===== config.mk =====
export PLATFORM = sky130hd
export DESIGN_NAME = content_length_message_deframer_unit
export DESIGN_NICKNAME = d
export VERILOG_FILES = /design/src/hdl/cldf_pkg.sv /design/src/hdl/cldf_front.sv /design/src/hdl/cldf_queue.sv /design/src/hdl/cldf_back.sv /design/src/hdl/content_length_message_deframer_unit.sv
export SDC_FILE = /design/constraint.sdc
export NUM_CORES = 1
export LEC_CHECK = 0
export BUFFER_PORTS_ARGS = -buffer_cell sky130_fd_sc_hd__buf_2
export CORE_MARGIN = 1.5
export CORE_UTILIZATION = 30
export CTS_BUF_LIST = sky130_fd_sc_hd__clkbuf_8 sky130_fd_sc_hd__clkbuf_16
export DETAILED_ROUTE_END_ITERATION = 10
export GPL_TIMING_DRIVEN = 0
export PLACE_DENSITY = 0.5
export SLEW_MARGIN = 0
export SYNTH_ARGS = -nofsm -noshare
export SYNTH_HDL_FRONTEND = slang
export SYNTH_SLANG_ARGS = --single-unit

===== constraint.sdc =====
create_clock -name clk -period 4.3 [get_ports clk]
set_input_delay 0 -clock clk [delete_from_list [all_inputs] [get_ports clk]]
set_output_delay 0 -clock clk [all_outputs]
set_load 0.01 [all_outputs]

===== src/hdl/cldf_pkg.sv =====
// Package for the content-length message deframer.
// Holds the parser state enums, the queue item type and the header name table.
// No dependencies.
`default_nettype none

package cldf_pkg;

  localparam int unsigned LEN_W    = 31;
  localparam int unsigned NAME_LEN = 14;

  localparam logic [LEN_W-1:0] MAX_BODY_RESET = 31'd1048576;

  localparam logic [7:0] CH_CR    = 8'h0D;
  localparam logic [7:0] CH_LF    = 8'h0A;
  localparam logic [7:0] CH_TAB   = 8'h09;
  localparam logic [7:0] CH_SPACE = 8'd32;
  localparam logic [7:0] CH_COLON = 8'h3A;

  typedef enum logic [1:0] {
    PH_SEEK,
    PH_HEAD,
    PH_BODY,
    PH_SKIP
  } phase_t;

  typedef enum logic [2:0] {
    LS_LEAD,
    LS_NAME,
    LS_TRAIL,
    LS_VLEAD,
    LS_DIGITS,
    LS_DONE,
    LS_BAD
  } line_step_t;

  typedef enum logic [1:0] {
    BT_START,
    BT_CR,
    BT_OTHER
  } blank_t;

  typedef struct packed {
    logic [7:0] data;
    logic       last;
  } cldf_item_t;

  typedef struct packed {
    logic       valid;
    cldf_item_t item;
  } cldf_push_t;

  typedef struct packed {
    phase_t phase;
    logic   rem_zero;
  } cldf_front_status_t;

  // Lower-case "content-length", one character per position.
  function automatic logic [7:0] name_at(input logic [3:0] pos);
    logic [7:0] ch;
    case (pos)
      4'd0:    ch = 8'h63; // c
      4'd1:    ch = 8'h6F; // o
      4'd2:    ch = 8'h6E; // n
      4'd3:    ch = 8'h74; // t
      4'd4:    ch = 8'h65; // e
      4'd5:    ch = 8'h6E; // n
      4'd6:    ch = 8'h74; // t
      4'd7:    ch = 8'h2D; // -
      4'd8:    ch = 8'h6C; // l
      4'd9:    ch = 8'h65; // e
      4'd10:   ch = 8'h6E; // n
      4'd11:   ch = 8'h67; // g
      4'd12:   ch = 8'h74; // t
      4'd13:   ch = 8'h68; // h
      default: ch = 8'h00;
    endcase
    return ch;
  endfunction

endpackage

`default_nettype wire


===== src/hdl/cldf_front.sv =====
// Front end of the deframer: accepts stream bytes, runs the header parser
// and body counter, and pushes body bytes into the queue. Uses cldf_pkg.
`default_nettype none

module cldf_front (
  input  wire logic                        clk,
  input  wire logic                        rst_n,
  input  wire logic                        in_valid,
  input  wire logic [7:0]                  in_byte,
  input  wire logic                        cfg_wr_en,
  input  wire logic [cldf_pkg::LEN_W-1:0]  cfg_wr_data,
  input  wire logic                        q_full,
  output cldf_pkg::cldf_push_t             push,
  output cldf_pkg::cldf_front_status_t     status
);
  import cldf_pkg::*;

  phase_t           phase_r, phase_nxt;
  line_step_t       step_r, step_nxt;
  blank_t           blank_r, blank_nxt;
  logic [3:0]       npos_r, npos_nxt;
  logic [LEN_W-1:0] sum_r, sum_nxt;
  logic             ovf_r, ovf_nxt;
  logic [LEN_W-1:0] rem_r, rem_nxt;
  logic [LEN_W-1:0] max_r;

  logic        accept;
  logic        is_blank;
  logic        is_digit;
  logic [7:0]  folded;
  logic        name_hit;
  logic [34:0] sum_x10;
  logic        rem_last;

  assign accept   = in_valid && !q_full;
  assign is_blank = in_byte inside {CH_SPACE, CH_TAB};
  assign is_digit = in_byte inside {[8'h30:8'h39]};
  assign folded   = (in_byte inside {[8'h41:8'h5A]}) ? (in_byte + 8'd32) : in_byte;
  assign name_hit = (npos_r < 4'(NAME_LEN)) && (folded == name_at(npos_r));
  // sum*10 + digit as (sum<<3) + (sum<<1) + digit
  assign sum_x10  = ({4'b0, sum_r} << 3) + ({4'b0, sum_r} << 1) + {31'b0, in_byte[3:0]};
  assign rem_last = (rem_r <= 31'd1);

  // Next state
  always_comb begin
    phase_nxt = phase_r;
    step_nxt  = step_r;
    blank_nxt = blank_r;
    npos_nxt  = npos_r;
    sum_nxt   = sum_r;
    ovf_nxt   = ovf_r;
    rem_nxt   = rem_r;
    if (accept) begin
      case (phase_r)
        PH_BODY, PH_SKIP: begin
          rem_nxt = (rem_r != '0) ? rem_r - 31'd1 : '0;
          if (rem_last) begin
            rem_nxt   = '0;
            phase_nxt = PH_SEEK;
            step_nxt  = LS_LEAD;
            npos_nxt  = '0;
            sum_nxt   = '0;
            ovf_nxt   = 1'b0;
            blank_nxt = BT_START;
          end
        end
        PH_HEAD: begin
          if (in_byte == CH_LF) begin
            if (blank_r == BT_START || blank_r == BT_CR) begin
              rem_nxt   = sum_r;
              phase_nxt = (sum_r > max_r) ? PH_SKIP : PH_BODY;
              if (sum_r == '0) begin
                phase_nxt = PH_SEEK;
                step_nxt  = LS_LEAD;
                npos_nxt  = '0;
                sum_nxt   = '0;
                ovf_nxt   = 1'b0;
              end
            end else begin
              blank_nxt = BT_START;
            end
          end else if (in_byte == CH_CR && blank_r == BT_START) begin
            blank_nxt = BT_CR;
          end else begin
            blank_nxt = BT_OTHER;
          end
        end
        default: begin
          if (in_byte == CH_LF) begin
            if ((step_r == LS_DIGITS || step_r == LS_DONE) && !ovf_r && sum_r != '0) begin
              phase_nxt = PH_HEAD;
              blank_nxt = BT_START;
              step_nxt  = LS_LEAD;
              npos_nxt  = '0;
            end else begin
              step_nxt = LS_LEAD;
              npos_nxt = '0;
              sum_nxt  = '0;
              ovf_nxt  = 1'b0;
            end
          end else begin
            case (step_r)
              LS_LEAD: begin
                if (!is_blank) begin
                  if (in_byte == CH_COLON) begin
                    step_nxt = LS_BAD;
                  end else if (name_hit) begin
                    npos_nxt = npos_r + 4'd1;
                    step_nxt = LS_NAME;
                  end else begin
                    step_nxt = LS_BAD;
                  end
                end
              end
              LS_NAME: begin
                if (in_byte == CH_COLON) begin
                  step_nxt = (npos_r == 4'(NAME_LEN)) ? LS_VLEAD : LS_BAD;
                end else if (is_blank) begin
                  step_nxt = (npos_r == 4'(NAME_LEN)) ? LS_TRAIL : LS_BAD;
                end else if (name_hit) begin
                  npos_nxt = npos_r + 4'd1;
                end else begin
                  step_nxt = LS_BAD;
                end
              end
              LS_TRAIL: begin
                if (in_byte == CH_COLON) begin
                  step_nxt = LS_VLEAD;
                end else if (!is_blank) begin
                  step_nxt = LS_BAD;
                end
              end
              LS_VLEAD: begin
                if (is_digit) begin
                  sum_nxt  = {27'b0, in_byte[3:0]};
                  step_nxt = LS_DIGITS;
                end else if (!is_blank) begin
                  step_nxt = LS_BAD;
                end
              end
              LS_DIGITS: begin
                if (is_digit) begin
                  if (ovf_r || sum_x10 > 35'h7FFF_FFFF) begin
                    ovf_nxt = 1'b1;
                    sum_nxt = '0;
                  end else begin
                    sum_nxt = sum_x10[LEN_W-1:0];
                  end
                end else begin
                  step_nxt = LS_DONE;
                end
              end
              default: ;
            endcase
          end
        end
      endcase
    end
  end

  // Outputs
  always_comb begin
    push.valid     = accept && (phase_r == PH_BODY);
    push.item.data = in_byte;
    push.item.last = rem_last;
    status.phase    = phase_r;
    status.rem_zero = (rem_r == '0);
  end

  always_ff @(posedge clk) begin
    if (!rst_n) begin
      phase_r <= PH_SEEK;
      step_r  <= LS_LEAD;
      blank_r <= BT_START;
      npos_r  <= '0;
      sum_r   <= '0;
      ovf_r   <= 1'b0;
      rem_r   <= '0;
      max_r   <= MAX_BODY_RESET;
    end else begin
      phase_r <= phase_nxt;
      step_r  <= step_nxt;
      blank_r <= blank_nxt;
      npos_r  <= npos_nxt;
      sum_r   <= sum_nxt;
      ovf_r   <= ovf_nxt;
      rem_r   <= rem_nxt;
      if (cfg_wr_en) begin
        max_r <= cfg_wr_data;
      end
    end
  end

endmodule

`default_nettype wire


===== src/hdl/cldf_queue.sv =====
// Short FIFO between front and back of the deframer.
// Flip-flop storage, head item read at the read pointer. Uses cldf_pkg.
`default_nettype none

module cldf_queue #(
  parameter int unsigned DEPTH = 4
) (
  input  wire logic                  clk,
  input  wire logic                  rst_n,
  input  wire cldf_pkg::cldf_push_t  push,
  input  wire logic                  pop,
  output logic                       full,
  output logic                       empty,
  output cldf_pkg::cldf_item_t       head
);
  import cldf_pkg::*;

  localparam int unsigned PTR_W = (DEPTH > 1) ? $clog2(DEPTH) : 1;
  localparam int unsigned CNT_W = $clog2(DEPTH + 1);
  localparam logic [PTR_W-1:0] PTR_LAST = PTR_W'(DEPTH - 1);
  localparam logic [CNT_W-1:0] CNT_FULL = CNT_W'(DEPTH);

  cldf_item_t       mem_r [DEPTH];
  logic [PTR_W-1:0] wr_ptr_r, wr_ptr_nxt;
  logic [PTR_W-1:0] rd_ptr_r, rd_ptr_nxt;
  logic [CNT_W-1:0] count_r, count_nxt;
  logic             do_push;
  logic             do_pop;

  assign full    = (count_r == CNT_FULL);
  assign empty   = (count_r == '0);
  assign head    = mem_r[rd_ptr_r];
  assign do_push = push.valid && !full;
  assign do_pop  = pop && !empty;

  always_comb begin
    wr_ptr_nxt = wr_ptr_r;
    rd_ptr_nxt = rd_ptr_r;
    count_nxt  = count_r;
    if (do_push) begin
      wr_ptr_nxt = (wr_ptr_r == PTR_LAST) ? '0 : wr_ptr_r + PTR_W'(1);
    end
    if (do_pop) begin
      rd_ptr_nxt = (rd_ptr_r == PTR_LAST) ? '0 : rd_ptr_r + PTR_W'(1);
    end
    if (do_push && !do_pop) begin
      count_nxt = count_r + CNT_W'(1);
    end else if (do_pop && !do_push) begin
      count_nxt = count_r - CNT_W'(1);
    end
  end

  always_ff @(posedge clk) begin
    if (!rst_n) begin
      wr_ptr_r <= '0;
      rd_ptr_r <= '0;
      count_r  <= '0;
    end else begin
      wr_ptr_r <= wr_ptr_nxt;
      rd_ptr_r <= rd_ptr_nxt;
      count_r  <= count_nxt;
    end
  end

  always_ff @(posedge clk) begin
    if (do_push) begin
      mem_r[wr_ptr_r] <= push.item;
    end
  end

endmodule

`default_nettype wire


===== src/hdl/cldf_back.sv =====
// Back end of the deframer: pulls items from the queue into the output
// register and hands them to the result channel. Uses cldf_pkg.
`default_nettype none

module cldf_back (
  input  wire logic                  clk,
  input  wire logic                  rst_n,
  input  wire logic                  q_empty,
  input  wire cldf_pkg::cldf_item_t  q_head,
  output logic                       q_pop,
  output logic                       out_valid,
  input  wire logic                  out_stall,
  output logic [7:0]                 out_body_byte,
  output logic                       out_body_last
);
  import cldf_pkg::*;

  logic       valid_r, valid_nxt;
  cldf_item_t item_r;

  // Reload whenever the register is empty or being taken this cycle.
  assign q_pop = !q_empty && (!valid_r || !out_stall);

  always_comb begin
    valid_nxt = valid_r;
    if (q_pop) begin
      valid_nxt = 1'b1;
    end else if (valid_r && !out_stall) begin
      valid_nxt = 1'b0;
    end
  end

  always_ff @(posedge clk) begin
    if (!rst_n) begin
      valid_r <= 1'b0;
    end else begin
      valid_r <= valid_nxt;
    end
  end

  always_ff @(posedge clk) begin
    if (q_pop) begin
      item_r <= q_head;
    end
  end

  assign out_valid     = valid_r;
  assign out_body_byte = item_r.data;
  assign out_body_last = item_r.last;

endmodule

`default_nettype wire


===== src/hdl/content_length_message_deframer_unit.sv =====
// Top level of the content-length message deframer.
// Instantiates cldf_front, cldf_queue and cldf_back; uses cldf_pkg.
//
//   channel  direction  handshake            payload
//   in_      input      in_valid / in_stall  in_byte[7:0]
//   out_     output     out_valid/out_stall  out_body_byte[7:0], out_body_last
//   cfg_     input      cfg_wr_en            cfg_wr_data[30:0] (max_body_bytes)
//
// One input item per cycle while in_stall is low; the parser updates its state in the
// cycle the item is accepted (one shift-add accumulate for the length digits).
// A body byte is written into the queue when its input item is accepted, then
// loads from the queue into the output register, which drives out_valid.
// Synchronous active-low reset; no clearing pass, ready right after reset.
// in_stall rises only when the queue is full, i.e. after out_stall has held
// the output register for QUEUE_DEPTH or more items.
`default_nettype none

module content_length_message_deframer_unit #(
  parameter int unsigned QUEUE_DEPTH = 4
) (
  input  wire logic                        clk,
  input  wire logic                        rst_n,
  // input stream
  input  wire logic                        in_valid,
  output logic                             in_stall,
  input  wire logic [7:0]                  in_byte,
  // body bytes
  output logic                             out_valid,
  input  wire logic                        out_stall,
  output logic [7:0]                       out_body_byte,
  output logic                             out_body_last,
  // max_body_bytes register
  input  wire logic                        cfg_wr_en,
  input  wire logic [cldf_pkg::LEN_W-1:0]  cfg_wr_data
);
  import cldf_pkg::*;

  cldf_push_t         push;
  cldf_front_status_t front_status;
  cldf_item_t         q_head;
  logic               q_full;
  logic               q_empty;
  logic               q_pop;

  // Front stalls only on a full queue; bytes that produce no item still
  // wait, which keeps the stall independent of the byte's class.
  assign in_stall = q_full;

  cldf_front u_front (
    .clk         (clk),
    .rst_n       (rst_n),
    .in_valid    (in_valid),
    .in_byte     (in_byte),
    .cfg_wr_en   (cfg_wr_en),
    .cfg_wr_data (cfg_wr_data),
    .q_full      (q_full),
    .push        (push),
    .status      (front_status)
  );

  cldf_queue #(
    .DEPTH (QUEUE_DEPTH)
  ) u_queue (
    .clk   (clk),
    .rst_n (rst_n),
    .push  (push),
    .pop   (q_pop),
    .full  (q_full),
    .empty (q_empty),
    .head  (q_head)
  );

  cldf_back u_back (
    .clk           (clk),
    .rst_n         (rst_n),
    .q_empty       (q_empty),
    .q_head        (q_head),
    .q_pop         (q_pop),
    .out_valid     (out_valid),
    .out_stall     (out_stall),
    .out_body_byte (out_body_byte),
    .out_body_last (out_body_last)
  );

  // While a body is being passed or skipped, the byte count never sits at zero.
  a_body_count_live: assert property (@(posedge clk) disable iff (!rst_n)
    (front_status.phase == PH_BODY || front_status.phase == PH_SKIP)
      |-> !front_status.rem_zero)
    else $error("body phase with zero bytes remaining");

  // The last body byte sends the parser back to seeking a header.
  a_last_ends_body: assert property (@(posedge clk) disable iff (!rst_n)
    (push.valid && push.item.last) |=> (front_status.phase == PH_SEEK))
    else $error("parser did not resync after last body byte");

  // The front never pushes into a full queue.
  a_no_push_full: assert property (@(posedge clk) disable iff (!rst_n)
    push.valid |-> !q_full)
    else $error("push into full queue");

endmodule

`default_nettype wire


==> results.yml, run 1 <==
floorplan:
  rows: 69
  core_area_mm2: 0.0354
  initial_core_util: 0.304
  die_h_um: 192
  dieArea_mm2: 0.0370
  pin_count: 55
  die-width_um: 192
clock_tree:
  clk_pin_slew_worst_paths_ns: 0.08
  htree_levels: 4
  cts.path.max_buffers: 2
  cts_tree: "built"
  root_buffer: "clkbuf_16"
  worstSkewPairLatency_ns: 0.46
  cts_sinks: 165
  numCtsBuffers: 17
layout:
  final_nets: 1436
  area_delta_synth_final_pct: 18.5
  fin_area_mm2: 0.0127
  layout-drive-gt1-share: 0.104
  mostFrequentLayoutCells: "119 x dfxtp_1, 110 x ha_1, 75 x nor2_1"
  final_common_cell: "dfxtp_1"
  postLayoutCoreUtil: 0.360
sta:
  max_freq_mhz: 244
  fin_crit_ns: 4.09
  finalSetupViolCount: 0
  slew_viol_final: 0
  holdWs_ns: 0.0793
  finalClockSkew_ns: 0.0187
  period_share: 0.951
  timing.setup.tns_ns: 0
  relSlewSlack: 0.281
  hold_violations: 0
  tightest_slew_ns: 1.08
synthesis:
  synth_edf_count: 45
  synth.distinct_cells: 87
  ys_ff_latch: 165
  syn_inst: 1161
  ys.flop_type: "dfxtp_1"
  syn-mean-instance-area_um2: 9.27
  async_flop_share: 0
  synth_nets: 1318
  synth_warnings: 0
  syn_area_mm2: 0.0108
  synth_seq_area_share: 0.349
worst_hold_path:
  hp-class: "in -> reg"
  min-delay-start: "rst_n"
  holdPathStages: 4
worst_setup_path:
  worstSetupPathType: "reg -> reg"
  cp-end-kind: "register"
  worstRegToRegCells: 15
  crit-reg2reg-launch: "u_front.sum_r[0]"
  required_ns: 4.70
  crit_arrival_ns: 4.49
  critPathMaxFanout: 10
  ff2ff_setup_slack_ns: 0.21
  cp-start-kind: "register"
  crit_start: "u_front.sum_r[0]"
  reg2reg_to: "u_front.sum_r[24]"
detailed_routing:
  ant_nets: 0
  drt-wirelength-per-cell_um: 17.0
  vias_per_cell: 5.11
  dr.pass1.iters: 5
  drt_iter0_drc: 631
  wirelength_um: 29900
  drc: 0
  vias: 8969
placement:
  place_hpwl_um: 22700
  io_buffers: 53
  gp_congestion: 0.891
  postPlaceCellArea_mm2: 0.0116
global_routing:
  overflow: 0
  grt_use_total: 0.167
  antenna_found_initial: 0
  grt_pass1_wl_um: 47700
  grt_pass1_vias: 8837
  grt_max_degree: 18
pwr:
  power_mw: 4.06
  peakVddDrop_v: 0.000288
  p_per_area_mw_per_mm2: 319
  p_leak_nw: 5.34
run_status:
  outcome: "complete, no violations"
run:
  drv_cap: 0
how the worst max path moves through the flow:
stage	slack [ns]	to	cells past startpoint
5_1_grt	-0.009	u_front.sum_r[27]	14
6_report	0.21	u_front.sum_r[24]	15
3_3_place_gp	-0.41	u_front.sum_r[20]	17
3_5_place_dp	-0.46	u_front.sum_r[24]	17
4_1_cts	0.05	u_front.sum_r[24]	15
2_1_floorplan	0.59	u_front.sum_r[20]	15
layer usage:
| metal | up-vias | GRT usage | routed length [um] |
|---|---|---|---|
| met5 | - | 0 | 0 |
| met4 | 0 | 0.0447 | 501 |
| met3 | 34 | 0.0302 | 1100 |
| met2 | 187 | 0.273 | 13700 |
| met1 | 4209 | 0.226 | 14600 |
| li1 | 4539 | - | - |
sequential cells by signal, indices dropped and copies added (netlist names), named ones only:
name / count
u_queue.mem_r: 36
u_front.max_r: 31
u_front.rem_r: 31
u_front.sum_r: 31
u_back.out_body_byte: 8
u_front.npos_r: 4
u_front.step_r: 3
u_queue.count_r: 3
u_front.blank_r: 2
u_front.phase_r: 2
u_queue.rd_ptr_r: 2
u_queue.wr_ptr_r: 2
u_back.out_body_last: 1
u_back.out_valid: 1
u_front.ovf_r: 1
area by class of cell:
type                            instances  area (um^2)
Antenna cell                            1         2.50
Buffer                                 52          215
Clock buffer                           17          425
Clock inverter                         15          216
Fill cell                            3693        22600
Inverter                               62          233
Multi-Input combinational cell        882         6610
Sequential cell                       165         3750
Tap cell                              461          577
Timing Repair Buffer                   99          716
cell usage after synthesis (all sizes together) (36+ instances only):
library cell,number,area share
dfxtp,120,0.22
ha,110,0.13
nor2,76,0.027
nand2,73,0.026
o21ai,64,0.030
inv,62,0.022
a21oi,59,0.029
nor2b,57,0.033
edfxtp,45,0.13
clkbuf,43,0.015
mux2i,39,0.036
nor3,36,0.018
timing repair:
action	4_1_cts	5_1_grt
endpoints found under the setup margin	29	30
resized for setup	4	7
pin swaps	1	1
setup buffers	3	1
hold endpoints to repair	64	0
hold buffers	42	0
through the flow:
stage | instances | setup slack (ns)
detailed placement | 1675 | -0.459
global placement | 1675 | -0.409
finish | 1754 | 0.209
floorplan | 1161 | 0.592
global route | 1753 | -0.00853
CTS | 1752 | 0.0468
where the power goes:
group / total [mW] / switching [mW] / leakage [nW] / internal [mW]
combinational: 0.619 / 0.335 / 3.64 / 0.284
sequential: 1.76 / 0.0469 / 1.38 / 1.71
clock: 1.69 / 0.742 / 0.314 / 0.944
total: 4.06 / 1.12 / 5.34 / 2.94
critical path, cell delays in order (launching register included):
cell and delay (ns):
dfxtp_1 0.40, inv_2 0.11, fa_1 0.51, inv_1 0.07, fa_1 0.47, a21oi_2 0.18
nand4b_1 0.17, a21oi_2 0.11, o31ai_4 0.33, or4_1 0.19, a2111oi_0 0.11, or4_4 0.56
nor4_4 0.34, buf_6 0.18, buf_6 0.15, a22o_1 0.13
cell families after synthesis:
| logic type | synth area share |
|---|---|
| AOI/OAI and AO/OA | 0.188 |
| xor gates and xnor gates | 0.0391 |
| adders and majority gates | 0.134 |
| buffers and inverters | 0.0413 |
| muxes | 0.0572 |
| DFF | 0.349 |
| and+or+nand+nor | 0.191 |
Note: power is estimated with default switching activity, not from simulation.
==> run 2: changes to the inputs <==
--- a/config.mk
+++ b/config.mk
@@ -6,7 +6,7 @@
 export NUM_CORES = 1
 export LEC_CHECK = 0
 export BUFFER_PORTS_ARGS = -buffer_cell sky130_fd_sc_hd__buf_2
-export CORE_MARGIN = 1.5
+export CORE_MARGIN = 2
 export CORE_UTILIZATION = 30
 export CTS_BUF_LIST = sky130_fd_sc_hd__clkbuf_8 sky130_fd_sc_hd__clkbuf_16
 export DETAILED_ROUTE_END_ITERATION = 10
==> results.yml, run 2 (synthesis results as in run 1) <==
floorplan:
  initial_core_util: 0.303
  die-width_um: 193
  pin_count: 55
  rows: 69
  dieArea_mm2: 0.0374
  die_h_um: 193
  core_area_mm2: 0.0355
pwr:
  internal-power_mw: 2.79
  pwr-share-seq: 0.445
  p_sw_frac: 0.295
  pwr-share-comb: 0.159
  p_leak_nw: 5.33
  p_clk_frac: 0.397
  p_sw_mw: 1.17
  peakVddDrop_v: 0.000266
  p_per_area_mw_per_mm2: 310
global_routing:
  overflow: 0
  antenna_found_initial: 1
  grt_max_degree: 21
  grt_pass1_wl_um: 49100
  use_met1: 0.224
  grtUsageMet2: 0.274
  grtUsageMet3: 0.0256
  grt_busiest_layer: "met2"
  grt_use_total: 0.165
  grt_pass1_vias: 9043
clock_tree:
  numCtsBuffers: 17
  worstSkewPairLatency_ns: 0.45
  cts.path.max_buffers: 2
  clk_pin_slew_worst_paths_ns: 0.08
  root_buffer: "clkbuf_16"
  htree_levels: 4
  cts_sinks: 165
  cts_tree: "built"
layout:
  final_nets: 1437
  regMostFlops: "u_queue.mem_r"
  n_fill_cell: 3648
  seqCellArea_mm2: 0.00375
  area_delta_synth_final_pct: 18.4
  fin_cells: 1754
  fin_area_mm2: 0.0127
  diodes: 0
  layout-drive-gt1-share: 0.108
  final_common_cell: "dfxtp_1"
  largest_reg_flops: 36
  multiInputGateArea_mm2: 0.00663
  mostFrequentLayoutCells: "119 x dfxtp_1, 110 x ha_1, 75 x nor2_1"
sta:
  fin_crit_ns: 4.15
  slew_viol_final: 0
  max_freq_mhz: 241
  finalSetupViolCount: 0
  relSlewSlack: 0.312
  hold_violations: 0
  period_share: 0.966
  finalClockSkew_ns: 0.0143
  tightest_slew_ns: 1.02
placement:
  dp.cells: 1675
  place_hpwl_um: 22900
  gp_congestion: 0.873
  postPlaceCellArea_mm2: 0.0116
  io_buffers: 53
detailed_routing:
  wirelength_um: 30800
  vias: 9100
  ant_nets: 0
  drt-wirelength-per-cell_um: 17.5
  dr.pass1.iters: 5
  drc: 0
  vias_per_cell: 5.19
  drt_iter0_drc: 393
worst_setup_path:
  critical_path.max_stage_delay_ns: 0.52
  slowest_stage: "fa_1"
  crit_arrival_ns: 4.53
  worstSetupPathType: "reg -> reg"
  critPathMaxFanout: 10
  cp-start-kind: "register"
  required_ns: 4.68
  cp-end-kind: "register"
  path_cells: "inv_2 > fa_1 > inv_1 > fa_1 > a21oi_1 > nand4b_1 > a21oi_2 > o2111ai_2 > nand3_2 > a41o_1 > or4_4 > nor4_4 > buf_6 > buf_6 > a22o_1"
  worst-path-buf-inv: 4
  crit_family: "simple AND/OR/NAND/NOR gates"
run:
  drv_cap: 0
run_status:
  outcome: "complete, no violations"
worst_hold_path:
  hp-class: "in -> reg"
==> run 2: cell types whose count changed in the layout (fill, tap and decap cells not counted), sizes merged <==
cell    change
diode       -1
clkinv      +2
inv         +1
bufinv      -3
buf         +1
==> run 2: path summary, 6_finish.rpt <==
check	start	endpoint	slack (ns)	cells past startpoint
hold / removal	rst_n	register	0.10	4
setup / recovery	u_front.sum_r[0]	u_front.sum_r[27]	0.15	15
setup reg to reg	u_front.sum_r[0]	u_front.sum_r[27]	0.15	15
hold reg to reg	u_front.blank_r[0]	u_front.blank_r[0]	0.47	2
==> run 2: layer usage <==
layer / wire length (um) / vias to the layer above / share of wire
li1: - / 4544 / -
met1: 15100 / 4368 / 0.49
met2: 14200 / 164 / 0.46
met3: 1030 / 24 / 0.033
met4: 461 / 0 / 0.015
met5: 0 / - / 0
==> run 2: power by group through the flow <==
stage	clock network, mW	logic, mW	registers [mW]
after floorplan	0	0.388	1.82
after global placement	0	0.599	1.79
after detailed placement	0	0.604	1.80
after CTS	1.62	0.638	1.76
after global routing	1.68	0.699	1.77
final	1.57	0.627	1.76
==> run 2: repair_timing <==
item,CTS,global route
setup endpoints to repair,29,30
hold endpoints to repair,64,0
resized for setup,7,7
setup buffers,4,1
hold buffers,42,0
pin swaps,2,2
==> run 2: area by class of cell <==
type                    instances  share of cell area
inverters                      62              0.0183
clock inverters                15              0.0143
plain buffers                  52              0.0169
multi-input cells             882               0.520
flip-flops and latches        165               0.295
clock buffers                  17              0.0334
well taps                     461              0.0453
repair buffers                100              0.0568
==> run 2: worst register-to-register path, delay by kind of cell, from the launching register on <==
family,cells,cell delay (ns)
adders and majority gates,2,0.99
buffers and inverters,4,0.52
AOI/OAI and AO/OA,5,1.03
DFF,1,0.39
and+or+nand+nor,4,1.16
==> run 2: stage by stage <==
stage | util | setup TNS (ns) | power (mW) | setup WS (ns) | hold WS, ns
4_1_cts | 0.358 | 0 | 4.01 | 0.0678 | 0.0774
3_5_place_dp | 0.327 | -14.30 | 2.40 | -0.600 | 0.230
6_report | 0.359 | 0 | 3.95 | 0.148 | 0.102
3_3_place_gp | 0.327 | -13.69 | 2.39 | -0.575 | 0.232
5_1_grt | 0.359 | -0.00317 | 4.15 | -0.00317 | 0.111
2_1_floorplan | - | 0 | 2.20 | 0.592 | 0.0989
